**src/rtl/core/i2cee_pkg.sv**
```systemverilog
// Package for the I2C EEPROM byte access master.
// Holds the sequencer phase type, command and register codes, bus timing
// and reset constants. No dependencies.
`default_nettype none

package i2cee_pkg;

   // Sequencer phases.
   typedef enum logic [3:0] {
      PH_IDLE    = 4'd0,
      PH_START   = 4'd1,
      PH_SEND    = 4'd2,
      PH_ACKPREP = 4'd3,
      PH_ACKPOLL = 4'd4,
      PH_READ    = 4'd5,
      PH_NACK    = 4'd6,
      PH_STOP    = 4'd7,
      PH_WAIT    = 4'd8
   } phase_type;

   // Command codes on the func field.
   typedef enum logic [1:0] {
      FUNC_TICK  = 2'd0,
      FUNC_WRITE = 2'd1,
      FUNC_READ  = 2'd2,
      FUNC_SPARE = 2'd3
   } func_type;

   // Configuration register indexes.
   typedef enum logic [1:0] {
      REG_DEVICE_ADDRESS   = 2'd0,
      REG_ACK_TIMEOUT      = 2'd1,
      REG_WRITE_CYCLE_WAIT = 2'd2,
      REG_UNUSED           = 2'd3
   } reg_index_type;

   // Register widths and reset values.
   localparam int unsigned DEV_ADDR_W   = 7;
   localparam int unsigned TIMEOUT_W    = 8;
   localparam int unsigned WAIT_W       = 16;
   localparam int unsigned CSR_DATA_W   = 16;
   localparam logic [DEV_ADDR_W-1:0] DEV_ADDR_RESET = 7'd80;
   localparam logic [TIMEOUT_W-1:0]  TIMEOUT_RESET  = 8'd250;
   localparam logic [WAIT_W-1:0]     WAIT_RESET     = 16'd10000;

   // Bus timing in ticks.
   localparam logic [WAIT_W-1:0] START_HALF = 16'd4;
   localparam logic [WAIT_W-1:0] START_LEN  = 16'd8;
   localparam logic [WAIT_W-1:0] BIT_LEN    = 16'd6;
   localparam logic [WAIT_W-1:0] ACKPREP_LEN = 16'd2;
   localparam logic [WAIT_W-1:0] READ_LEN   = 16'd3;
   localparam logic [WAIT_W-1:0] NACK_LEN   = 16'd4;
   localparam logic [WAIT_W-1:0] STOP_HALF  = 16'd4;
   localparam logic [WAIT_W-1:0] STOP_LEN   = 16'd8;
   localparam logic [3:0]        BYTE_BITS  = 4'd8;

   // Byte sequence positions.
   localparam logic [2:0] IDX_ADDR_HI  = 3'd1;
   localparam logic [2:0] IDX_ADDR_LO  = 3'd2;
   localparam logic [2:0] IDX_DATA     = 3'd3;
   localparam logic [2:0] IDX_READ_DEV = 3'd4;
   localparam logic [2:0] IDX_READ_BIT = 3'd5;

endpackage

`default_nettype wire

```
**src/rtl/core/i2c_eeprom_byte_access_master.sv**
```systemverilog
// Top level of the I2C EEPROM byte access master: configuration registers,
// bus sequencer and the result word register. Depends on i2cee_pkg.
//
// Each request word is one bus tick; its result word appears in the cycle after
// acceptance. One word is accepted every cycle while the result side takes
// words; the single result register sets that rate.
// Reset (synchronous, active high) returns the sequencer to idle and loads
// the register defaults: device address 80, ack timeout 250, write wait 10000.
`default_nettype none

module i2c_eeprom_byte_access_master
   import i2cee_pkg::*;
(
   input  wire logic        clock,
   input  wire logic        reset,
   // Request channel
   input  wire logic        req_valid,
   output logic             req_stall,
   input  wire logic [1:0]  req_func,
   input  wire logic [15:0] req_mem_addr,
   input  wire logic [7:0]  req_write_data,
   input  wire logic        req_sda_in,
   // Result channel
   output logic             rsp_valid,
   input  wire logic        rsp_stall,
   output logic             rsp_scl_level,
   output logic             rsp_sda_level,
   output logic             rsp_sda_drive,
   output logic             rsp_busy_res,
   output logic             rsp_done_res,
   output logic             rsp_ack_error,
   output logic [7:0]       rsp_read_data,
   // Configuration channel
   input  wire logic        csr_valid,
   output logic             csr_ready,
   input  wire logic [1:0]  csr_index,
   input  wire logic [CSR_DATA_W-1:0] csr_wdata
);

   // Configuration registers.
   logic [DEV_ADDR_W-1:0] dev_addr_ff;
   logic [TIMEOUT_W-1:0]  ack_timeout_ff;
   logic [WAIT_W-1:0]     wait_len_ff;

   // Sequencer state.
   phase_type       phase_ff, phase_in;
   logic [3:0]      bit_cnt_ff, bit_cnt_in;
   logic [2:0]      byte_idx_ff, byte_idx_in;
   logic [7:0]      shift_ff, shift_in;
   logic [WAIT_W-1:0] tick_ff, tick_in;
   logic [TIMEOUT_W-1:0] timeout_ff, timeout_in;
   logic [15:0]     addr_ff, addr_in;
   logic [7:0]      data_ff, data_in;
   logic            is_read_ff, is_read_in;
   logic [7:0]      rx_byte_ff, rx_byte_in;
   logic            error_ff, error_in;

   // Result register.
   logic            rsp_valid_ff, rsp_valid_in;
   logic            scl_ff, sda_ff, drv_ff, busy_ff, done_ff, err_ff;
   logic [7:0]      rdata_ff;

   logic            accept;
   logic            finish;
   logic [WAIT_W-1:0] tick_inc;
   logic [3:0]      bit_inc;
   logic [2:0]      next_idx;
   logic [7:0]      shift_rx;
   logic            scl_out, sda_out, drv_out;

   assign csr_ready = 1'b1;
   assign req_stall = rsp_valid_ff & rsp_stall;
   assign accept    = req_valid & ~req_stall;
   assign tick_inc  = tick_ff + 16'd1;
   assign bit_inc   = bit_cnt_ff + 4'd1;
   assign next_idx  = byte_idx_ff + 3'd1;
   assign shift_rx  = {shift_ff[6:0], req_sda_in};

   // Configuration writes; unknown indexes are dropped.
   always_ff @(posedge clock) begin
      if (reset) begin
         dev_addr_ff    <= DEV_ADDR_RESET;
         ack_timeout_ff <= TIMEOUT_RESET;
         wait_len_ff    <= WAIT_RESET;
      end else if (csr_valid && csr_ready) begin
         unique case (reg_index_type'(csr_index))
            REG_DEVICE_ADDRESS:   dev_addr_ff    <= csr_wdata[DEV_ADDR_W-1:0];
            REG_ACK_TIMEOUT:      ack_timeout_ff <= csr_wdata[TIMEOUT_W-1:0];
            REG_WRITE_CYCLE_WAIT: wait_len_ff    <= csr_wdata[WAIT_W-1:0];
            default: ;
         endcase
      end
   end

   // Next state of the sequencer for one tick.
   always_comb begin
      phase_in    = phase_ff;
      bit_cnt_in  = bit_cnt_ff;
      byte_idx_in = byte_idx_ff;
      shift_in    = shift_ff;
      tick_in     = tick_ff;
      timeout_in  = timeout_ff;
      addr_in     = addr_ff;
      data_in     = data_ff;
      is_read_in  = is_read_ff;
      rx_byte_in  = rx_byte_ff;
      error_in    = error_ff;
      finish      = 1'b0;

      unique case (phase_ff)
         PH_IDLE: begin
            if (req_func == FUNC_WRITE || req_func == FUNC_READ) begin
               addr_in     = req_mem_addr;
               data_in     = req_write_data;
               is_read_in  = (req_func == FUNC_READ);
               error_in    = 1'b0;
               byte_idx_in = 3'd0;
               phase_in    = PH_START;
               tick_in     = '0;
               bit_cnt_in  = '0;
            end
         end
         PH_START: begin
            tick_in = tick_inc;
            if (tick_inc >= START_LEN) begin
               phase_in   = PH_SEND;
               tick_in    = '0;
               bit_cnt_in = '0;
               shift_in   = {dev_addr_ff, byte_idx_ff == IDX_READ_DEV};
            end
         end
         PH_SEND: begin
            tick_in = tick_inc;
            if (tick_inc >= BIT_LEN) begin
               tick_in    = '0;
               shift_in   = {shift_ff[6:0], 1'b0};
               bit_cnt_in = bit_inc;
               if (bit_inc >= BYTE_BITS) begin
                  phase_in   = PH_ACKPREP;
                  bit_cnt_in = '0;
               end
            end
         end
         PH_ACKPREP: begin
            tick_in = tick_inc;
            if (tick_inc >= ACKPREP_LEN) begin
               phase_in   = PH_ACKPOLL;
               tick_in    = '0;
               bit_cnt_in = '0;
               timeout_in = '0;
            end
         end
         PH_ACKPOLL: begin
            if (!req_sda_in) begin
               // Acknowledge seen: pick the next byte or phase.
               byte_idx_in = next_idx;
               tick_in     = '0;
               bit_cnt_in  = '0;
               priority if (next_idx == IDX_ADDR_HI) begin
                  phase_in = PH_SEND;
                  shift_in = addr_ff[15:8];
               end else if (next_idx == IDX_ADDR_LO) begin
                  phase_in = PH_SEND;
                  shift_in = addr_ff[7:0];
               end else if (next_idx == IDX_DATA && !is_read_ff) begin
                  phase_in = PH_SEND;
                  shift_in = data_ff;
               end else if (next_idx == IDX_DATA && is_read_ff) begin
                  byte_idx_in = IDX_READ_DEV;
                  phase_in    = PH_START;
               end else if (next_idx == IDX_READ_BIT && is_read_ff) begin
                  phase_in = PH_READ;
                  shift_in = '0;
               end else begin
                  phase_in = PH_STOP;
               end
            end else if (timeout_ff >= ack_timeout_ff) begin
               error_in   = 1'b1;
               phase_in   = PH_STOP;
               tick_in    = '0;
               bit_cnt_in = '0;
            end else begin
               timeout_in = timeout_ff + 8'd1;
            end
         end
         PH_READ: begin
            if (tick_ff == 16'd2) begin
               shift_in = shift_rx;
            end
            tick_in = tick_inc;
            if (tick_inc >= READ_LEN) begin
               tick_in    = '0;
               bit_cnt_in = bit_inc;
               if (bit_inc >= BYTE_BITS) begin
                  rx_byte_in = shift_in;
                  phase_in   = PH_NACK;
                  bit_cnt_in = '0;
               end
            end
         end
         PH_NACK: begin
            tick_in = tick_inc;
            if (tick_inc >= NACK_LEN) begin
               phase_in   = PH_STOP;
               tick_in    = '0;
               bit_cnt_in = '0;
            end
         end
         PH_STOP: begin
            tick_in = tick_inc;
            if (tick_inc >= STOP_LEN) begin
               if (!is_read_ff && !error_ff && wait_len_ff != '0) begin
                  phase_in   = PH_WAIT;
                  tick_in    = '0;
                  bit_cnt_in = '0;
               end else begin
                  finish = 1'b1;
               end
            end
         end
         PH_WAIT: begin
            tick_in = tick_inc;
            if (tick_inc >= wait_len_ff) begin
               finish = 1'b1;
            end
         end
         default: begin
            phase_in   = PH_IDLE;
            tick_in    = '0;
            bit_cnt_in = '0;
         end
      endcase

      if (finish) begin
         phase_in   = PH_IDLE;
         tick_in    = '0;
         bit_cnt_in = '0;
      end
   end

   // Bus line levels for the current tick.
   always_comb begin
      scl_out = 1'b1;
      sda_out = 1'b1;
      drv_out = 1'b1;
      unique case (phase_ff)
         PH_START: sda_out = (tick_ff < START_HALF);
         PH_SEND: begin
            scl_out = (tick_ff == 16'd2) || (tick_ff == 16'd3);
            sda_out = shift_ff[7];
         end
         PH_ACKPREP: begin
            drv_out = 1'b0;
            scl_out = (tick_ff == 16'd1);
         end
         PH_ACKPOLL: drv_out = 1'b0;
         PH_READ: begin
            drv_out = 1'b0;
            scl_out = (tick_ff == 16'd2);
         end
         PH_NACK: scl_out = (tick_ff >= 16'd2);
         PH_STOP: begin
            if (tick_ff < STOP_HALF) begin
               scl_out = 1'b0;
               sda_out = 1'b0;
            end
         end
         default: ;
      endcase
   end

   // Sequencer state advances once per accepted word.
   always_ff @(posedge clock) begin
      if (reset) begin
         phase_ff    <= PH_IDLE;
         bit_cnt_ff  <= '0;
         byte_idx_ff <= '0;
         shift_ff    <= '0;
         tick_ff     <= '0;
         timeout_ff  <= '0;
         addr_ff     <= '0;
         data_ff     <= '0;
         is_read_ff  <= 1'b0;
         rx_byte_ff  <= '0;
         error_ff    <= 1'b0;
      end else if (accept) begin
         phase_ff    <= phase_in;
         bit_cnt_ff  <= bit_cnt_in;
         byte_idx_ff <= byte_idx_in;
         shift_ff    <= shift_in;
         tick_ff     <= tick_in;
         timeout_ff  <= timeout_in;
         addr_ff     <= addr_in;
         data_ff     <= data_in;
         is_read_ff  <= is_read_in;
         rx_byte_ff  <= rx_byte_in;
         error_ff    <= error_in;
      end
   end

   // Result word register.
   assign rsp_valid_in = accept | (rsp_valid_ff & rsp_stall);

   always_ff @(posedge clock) begin
      if (reset) begin
         rsp_valid_ff <= 1'b0;
      end else begin
         rsp_valid_ff <= rsp_valid_in;
      end
   end

   always_ff @(posedge clock) begin
      if (accept) begin
         scl_ff   <= scl_out;
         sda_ff   <= sda_out;
         drv_ff   <= drv_out;
         busy_ff  <= (phase_in != PH_IDLE);
         done_ff  <= finish;
         err_ff   <= finish & error_in;
         rdata_ff <= rx_byte_in;
      end
   end

   assign rsp_valid     = rsp_valid_ff;
   assign rsp_scl_level = scl_ff;
   assign rsp_sda_level = sda_ff;
   assign rsp_sda_drive = drv_ff;
   assign rsp_busy_res  = busy_ff;
   assign rsp_done_res  = done_ff;
   assign rsp_ack_error = err_ff;
   assign rsp_read_data = rdata_ff;

   // An accepted word always produces a result word in the next cycle.
   assert property (@(posedge clock) disable iff (reset) accept |=> rsp_valid_ff)
      else $error("accepted word produced no result");

   // A finished command reports not busy in the same word.
   assert property (@(posedge clock) disable iff (reset)
      (rsp_valid_ff && done_ff) |-> !busy_ff)
      else $error("done reported while still busy");

   // An acknowledge error is only reported together with done.
   assert property (@(posedge clock) disable iff (reset)
      (rsp_valid_ff && err_ff) |-> done_ff)
      else $error("ack error without done");

   // The acknowledge wait never runs past the timeout.
   assert property (@(posedge clock) disable iff (reset)
      (phase_ff == PH_ACKPOLL) |-> (timeout_ff <= ack_timeout_ff))
      else $error("ack timeout counter overran");

   // The master never drives SDA while polling for an acknowledge.
   assert property (@(posedge clock) disable iff (reset)
      (accept && phase_ff == PH_ACKPOLL) |=> !drv_ff)
      else $error("SDA driven during acknowledge");

endmodule

`default_nettype wire

```
**config.mk**
```make
export PLATFORM = sky130hd
export DESIGN_NAME = i2c_eeprom_byte_access_master
export DESIGN_NICKNAME = d
export VERILOG_FILES = /design/src/rtl/core/i2cee_pkg.sv /design/src/rtl/core/i2c_eeprom_byte_access_master.sv
export SDC_FILE = /design/constraint.sdc
export NUM_CORES = 1
export LEC_CHECK = 0
export BUFFER_PORTS_ARGS = -buffer_cell sky130_fd_sc_hd__buf_2
export CORE_ASPECT_RATIO = 1.5
export CORE_MARGIN = 1.5
export CORE_UTILIZATION = 40
export CTS_BUF_LIST = sky130_fd_sc_hd__clkbuf_8
export CTS_CLUSTER_DIAMETER = 30
export DETAILED_ROUTE_END_ITERATION = 12
export GPL_TIMING_DRIVEN = 1
export HOLD_SLACK_MARGIN = 0.1
export PLACE_DENSITY = 0.61
export SYNTH_ARGS = -nofsm -noshare
export SYNTH_HDL_FRONTEND = slang
export SYNTH_SLANG_ARGS = --single-unit
```
**constraint.sdc**
```tcl
create_clock -name clock -period 3.8 [get_ports clock]
set_input_delay 0.57 -clock clock [delete_from_list [all_inputs] [get_ports clock]]
set_output_delay 0.57 -clock clock [all_outputs]
set_load 0.01 [all_outputs]
```
Yosys cells after proc, flatten, opt, wreduce, memory -nomap -nowiden
Cells that the tools add are included.
{"block": "totals", "ff_bits": 123, "in_bits": 50, "output_inout_bits": 17, "wordCells": 186}
{"block": "classes", "add_sub_neg": 4, "order_cmp": 10, "eq_ne": 39, "mux": 80, "bitwise": 5, "n_reduce_logical": 26}
{"op": "$mux 16", "count": 11}
{"op": "$pmux 16 s9", "count": 1}
{"op": "$mux 8", "count": 15}
{"op": "$mux 4", "count": 25}
{"op": "$pmux 4 s9", "count": 2}
{"op": "$ge 16x2->1 const B", "count": 3}
{"op": "$eq 16x2->1 const B", "count": 2}
{"op": "$ge 16x3->1 const B", "count": 2}
{"op": "$pmux 8 s4", "count": 1}
{"op": "$mux 3", "count": 10}
{"op": "$ne 3x3->1 const B", "count": 8}
{"op": "$add 16x1->16 const B", "count": 1}
{"op": "$eq 16x1->1 const B", "count": 1}
{"op": "$eq 4x3->1 const B", "count": 4}
{"op": "$ge 16x16->1", "count": 1}
{"op": "$ge 16x4->1 const B", "count": 1}
{"op": "$lt 16x3->1 const B", "count": 1}
{"op": "$ne 2x2->1 const B", "count": 8}
{"op": "$pmux 8 s2", "count": 1}
{"op": "$reduce_bool 16->1", "count": 1}
{"op": "$reduce_and 11->1", "count": 1}
{"op": "$ne 5x5->1 const B", "count": 2}
{"op": "$add 8x1->8 const B", "count": 1}
{"op": "$eq 4x2->1 const B", "count": 2}
{"op": "34 further kinds", "count": 59}

Longest topological paths before layout
{"block": "logic_depth", "word_depth": 12, "depth_mapped": 16, "ltp_nobuf": 14}

Worst setup path before layout
OpenSTA, ideal clock, no wires.
{"block": "synth_path", "path_kind": "register to register", "startpoint": "register tick_ff[7]", "endpoint": "register bit_cnt_ff[2]", "setup_time_ps": 117, "arrival_time_ps": 3100, "required_time_ps": 3683, "path_slack_ps": 582, "stages_incl_launch_ff": 17, "path_buffers": 2, "synth_period_minus_slack_ps": 3218, "path_cell_list": "dfxtp_1 -> buf_2 -> nand4_1 -> nor3_1 -> nand4_1 -> xor2_1 -> inv_2 -> ha_1 -> and4_1 -> o211a_1 -> o211ai_1 -> o211a_1 -> nand2_1 -> a21boi_1 -> buf_2 -> o211ai_1 -> a32o_1"}
{"block": "synth_via", "elab_chain_len": 6, "elab_cells_between_ends": 22, "classes_between": "1 x add/sub; 6 x order compare; 10 x eq/ne; 4 x mux; 1 x reduce/logical"}
{"item": "start, declared", "line": "i2c_eeprom_byte_access_master.sv:50", "source": "logic [WAIT_W-1:0] tick_ff, tick_in;"}
{"item": "start signal, assigned", "line": "i2c_eeprom_byte_access_master.sv:291", "source": "tick_ff <= tick_in;"}
{"item": "$add 16x1->16 (*)", "line": "i2c_eeprom_byte_access_master.sv:74", "source": "assign tick_inc = tick_ff + 16'd1;"}
{"item": "$ge 16x16->1 / $ge 16x4->1 (equally long branches)", "line": "i2c_eeprom_byte_access_master.sv:223, i2c_eeprom_byte_access_master.sv:125, i2c_eeprom_byte_access_master.sv:211"}
{"item": "$mux 1, on equally long branches", "line": "i2c_eeprom_byte_access_master.sv:223, i2c_eeprom_byte_access_master.sv:211"}
{"item": "$pmux 1 s2", "line": "i2c_eeprom_byte_access_master.sv:110", "source": "unique case (phase_ff)"}
{"item": "$ne 4x4->1 (no source line), or another cell as far along"}
{"item": "$reduce_and 11->1 (no source line)"}
{"item": "end signal, assigned", "line": "i2c_eeprom_byte_access_master.sv:288", "source": "bit_cnt_ff <= bit_cnt_in;"}
{"item": "end, declared", "line": "i2c_eeprom_byte_access_master.sv:47", "source": "logic [3:0] bit_cnt_ff, bit_cnt_in;"}
Every way passes the cells marked *; elsewhere a longest branch is shown, timed or not.
A chain may end at the register's enable or synchronous reset.

Worst setup path in the final report
{"block": "layout_path", "startpoint": "register tick_ff[1]", "endpoint": "register phase_ff[0]"}
{"block": "layout_via", "elab_chain_len": 5, "elab_cells_between_ends": 18, "classes_between": "1 x add/sub; 6 x order compare; 11 x mux"}
{"item": "$add 16x1->16 (*)", "line": "i2c_eeprom_byte_access_master.sv:74"}
{"item": "$ge 16x4->1, or another cell as far along", "line": "i2c_eeprom_byte_access_master.sv:125, i2c_eeprom_byte_access_master.sv:211"}
{"item": "$mux 4, or another cell as far along", "line": "i2c_eeprom_byte_access_master.sv:211", "source": "if (tick_inc >= STOP_LEN) begin"}
{"item": "$pmux 4 s9 / $pmux 1 s2 (equally long branches)", "line": "i2c_eeprom_byte_access_master.sv:110"}
{"item": "$mux 4 (*)", "line": "i2c_eeprom_byte_access_master.sv:234", "source": "if (finish) begin"}
{"item": "end signal, assigned", "line": "i2c_eeprom_byte_access_master.sv:287", "source": "phase_ff <= phase_in;"}
{"item": "end, declared", "line": "i2c_eeprom_byte_access_master.sv:46", "source": "phase_type phase_ff, phase_in;"}
Marked as above.

==> flow_metrics.tcl <==
set metrics [dict create \
    outcome "finished, violations left" \
    violations "DRC" \
    cp-end-kind "flip-flop" \
    synth.cell_area_mm2 0.00712 \
    via_count 6592 \
    critPathArrivalTime_ns 3.94 \
    drc 2 \
    core-area_mm2 0.0174 \
    maxSlewHeadroom_pct 25.8 \
    yosys_most_used_dff "dfxtp_1" \
    via_per_inst 5.65 \
    multi_input_area_mm2 0.00412 \
    yosys.area.top_type "dfxtp_1" \
    synthArstFlopShare_pct 0 \
    final_hold_viol_count 0 \
    drtIter0Drc 415 \
    grt_max_degree 82 \
    die_y_um 166 \
    avgSynthCellArea_um2 8.10 \
    ys_seq_area_share_pct 36.6 \
    htreeDepth 4 \
    antenna_found_initial 0 \
    post-cts-setup-buffers 0 \
    powerDensity_mw_per_mm2 347 \
    min_period_ns 3.57 \
    first_pass_iters 10 \
    grt_overflow 0 \
    place.gp.congestion 0.932 \
    slew_viol_final 0 \
    area_growth_pct 14.2 \
    synthesis.nets 961 \
    synthTopCellsByCount "nand2_1 (159), dfxtp_1 (109), a21oi_1 (85)" \
    post-route-util_pct 46.7 \
    fillers 1791 \
    drive_gt1_share_pct 17.0 \
    antenna_left 0 \
    worstPathRequired_ns 4.16 \
    ys_ff_latch 123 \
    ios 67 \
    finClkSkew_ns 0.0179 \
    start_util_pct 40.8 \
    cts_tree "built" \
    path_max_fanout 11 \
    io_buffers 65 \
    yosys_warnings 0 \
    cts_resized 0 \
    setup_viol 0 \
    synth.distinct_cells 82 \
    synth_edf_count 14 \
    maxCapViolations 0 \
    path_clk_slew_ns 0.08 \
    wirelength_um 20000 \
    grt_pass1_wl_um 32400 \
    p_leak_nw 3.21 \
    clockBufferDepth 2 \
    clock_tree.root_cell "clkbuf_8" \
    yosysMostFrequentCell "nand2_1" \
    wl_per_cell_um 17.1 \
    cts_hold_buf 0 \
    numClockSinks 123 \
    grt_pass1_vias 6404 \
    rows 59 \
    die_width_um 112 \
    die_area_mm2 0.0186 \
    netlist_instances 878 \
    cts_buffers 17 \
    synth_top_area_share_pct 30.7 \
    finalCritPeriodShare_pct 94.0 \
    dp_hpwl_um 14800 \
    layout_setup_ws_ns 0.227 \
    fmax_ghz 0.280 \
    insertion_delay_ns 0.45 \
    dp_slack_ns 0.0824 \
    crit_type "flip-flop to flip-flop" \
    synth.area.top_cells "dfxtp_1 (31%), nand2_1 (8.4%), a21oi_1 (6.0%)" \
    worstMarginPinSlew_ns 1.11 \
    hp-class "input pin to flip-flop" \
    track_usage_pct 22.0 \
    diodes 0 \
    start_kind "flip-flop" \
    peakVddDrop_mv 0.211 \
    regArea_mm2 0.00261 \
    nNetsFinal 1023 \
]
report_power, final:
group	total, W	switching [W]	internal, W
registers	0.00137	0.0000199	0.00135
logic	0.000280	0.000176	0.000104
clock network	0.00117	0.000568	0.000602
total	0.00282	0.000764	0.00205
worst max-delay path: stages, from the launching register on:
cell,delay (ns)
dfxtp_2,0.43
ha_1,0.21
nand3_2,0.20
or3_4,0.43
xnor2_1,0.29
ha_1,0.31
nand2_1,0.06
o21ai_0,0.09
o211a_1,0.24
o211ai_1,0.08
o211a_1,0.30
nand2_1,0.08
a21o_1,0.24
or3_1,0.36
a21oi_1,0.16
final timing paths:
| path | from | to | slack [ns] | depth (start not counted) |
|---|---|---|---|---|
| worst max-delay path | tick_ff[1]$_SDFFE_PP0P_ | phase_ff[0]$_SDFFE_PP0P_ | 0.23 | 14 |
| worst min-delay path | csr_wdata[10] | wait_len_ff[10]$_SDFFE_PP1P_ | 0.34 | 3 |
| worst max register to register | tick_ff[1]$_SDFFE_PP0P_ | phase_ff[0]$_SDFFE_PP0P_ | 0.23 | 14 |
| worst min register to register | data_ff[0]$_SDFFE_PP0P_ | data_ff[0]$_SDFFE_PP0P_ | 0.46 | 2 |
sequential cells by signal, indices dropped and copies added, names as in the netlist:
signal and count:
addr_ff 16, bit_cnt_ff 4, rsp_sda_level 1, timeout_ff 8, data_ff 8, rsp_done_res 1, tick_ff 16, rsp_read_data 8
rsp_ack_error 1, ack_timeout_ff 8, byte_idx_ff 3, rsp_scl_level 1, rsp_busy_res 1, shift_ff 8, rx_byte_ff 8, dev_addr_ff 7
rsp_sda_drive 1, rsp_valid 1, error_ff 1, wait_len_ff 16, is_read_ff 1, phase_ff 4
logic make-up after synthesis:
family / Yosys count / synth area share [%]
compound gates: 223 / 21.3
mux: 19 / 2.74
flops: 123 / 36.6
buf+inv: 97 / 5.70
simple gates: 357 / 24.6
other cells: 1 / 0.0527
xor+xnor: 25 / 3.27
fa+ha+maj: 33 / 5.80
cell type report:
| class | count | area share, % |
|---|---|---|
| Tap cell | 213 | 3.28 |
| Clock inverter | 14 | 1.80 |
| Clock buffer | 18 | 3.05 |
| Timing Repair Buffer | 100 | 7.24 |
| Inverter | 40 | 1.85 |
| Sequential cell | 123 | 32.1 |
| Multi-Input combinational cell | 658 | 50.7 |
cells in the final DEF, fill, tap and decap left out, types with 6 or more instances in the layout:
master	netlist	routed
or3_1	6	6
nor4_1	10	10
buf_4	3	35
a22oi_1	10	10
o211ai_1	20	20
and3_1	8	8
a311oi_1	12	12
nand3_1	20	20
and2_1	9	9
edfxtp_1	14	14
dfxtp_1	109	107
clkbuf_8	0	18
xnor2_1	15	15
nor3_1	21	20
buf_2	9	65
nor2_1	60	60
a32o_1	9	9
a21oi_1	85	85
inv_1	38	40
o21ai_1	8	8
o21ai_0	20	20
or2_2	6	6
nand2b_1	13	13
mux2i_1	17	17
nand2_1	159	158
nand4_1	12	12
xor2_1	9	8
ha_1	33	33
nor2b_1	7	7
and4_1	7	7
through the flow:
stage	power, W	hold WS, ns	cell area, um2	TNS (ns)	cells
after CTS	0.00286	0.307	8110	0	1166
after floorplan	0.00158	0.436	7120	0	878
final	0.00282	0.337	8130	0	1166
after detailed placement	0.00168	0.448	7710	0	1134
after global routing	0.00293	0.331	8130	-0.00447	1166
after global placement	0.00168	0.442	7710	0	1134
per-layer routing:
metal | global-route usage [%] | vias to the layer above | share of wire (%)
met2 | 40.0 | 188 | 52
met3 | 3.69 | 74 | 3.9
met5 | 0 | - | 0
met1 | 23.0 | 3056 | 38
li1 | - | 3274 | -
met4 | 14.8 | 0 | 5.9
Note: power is estimated with default switching activity, not from simulation.
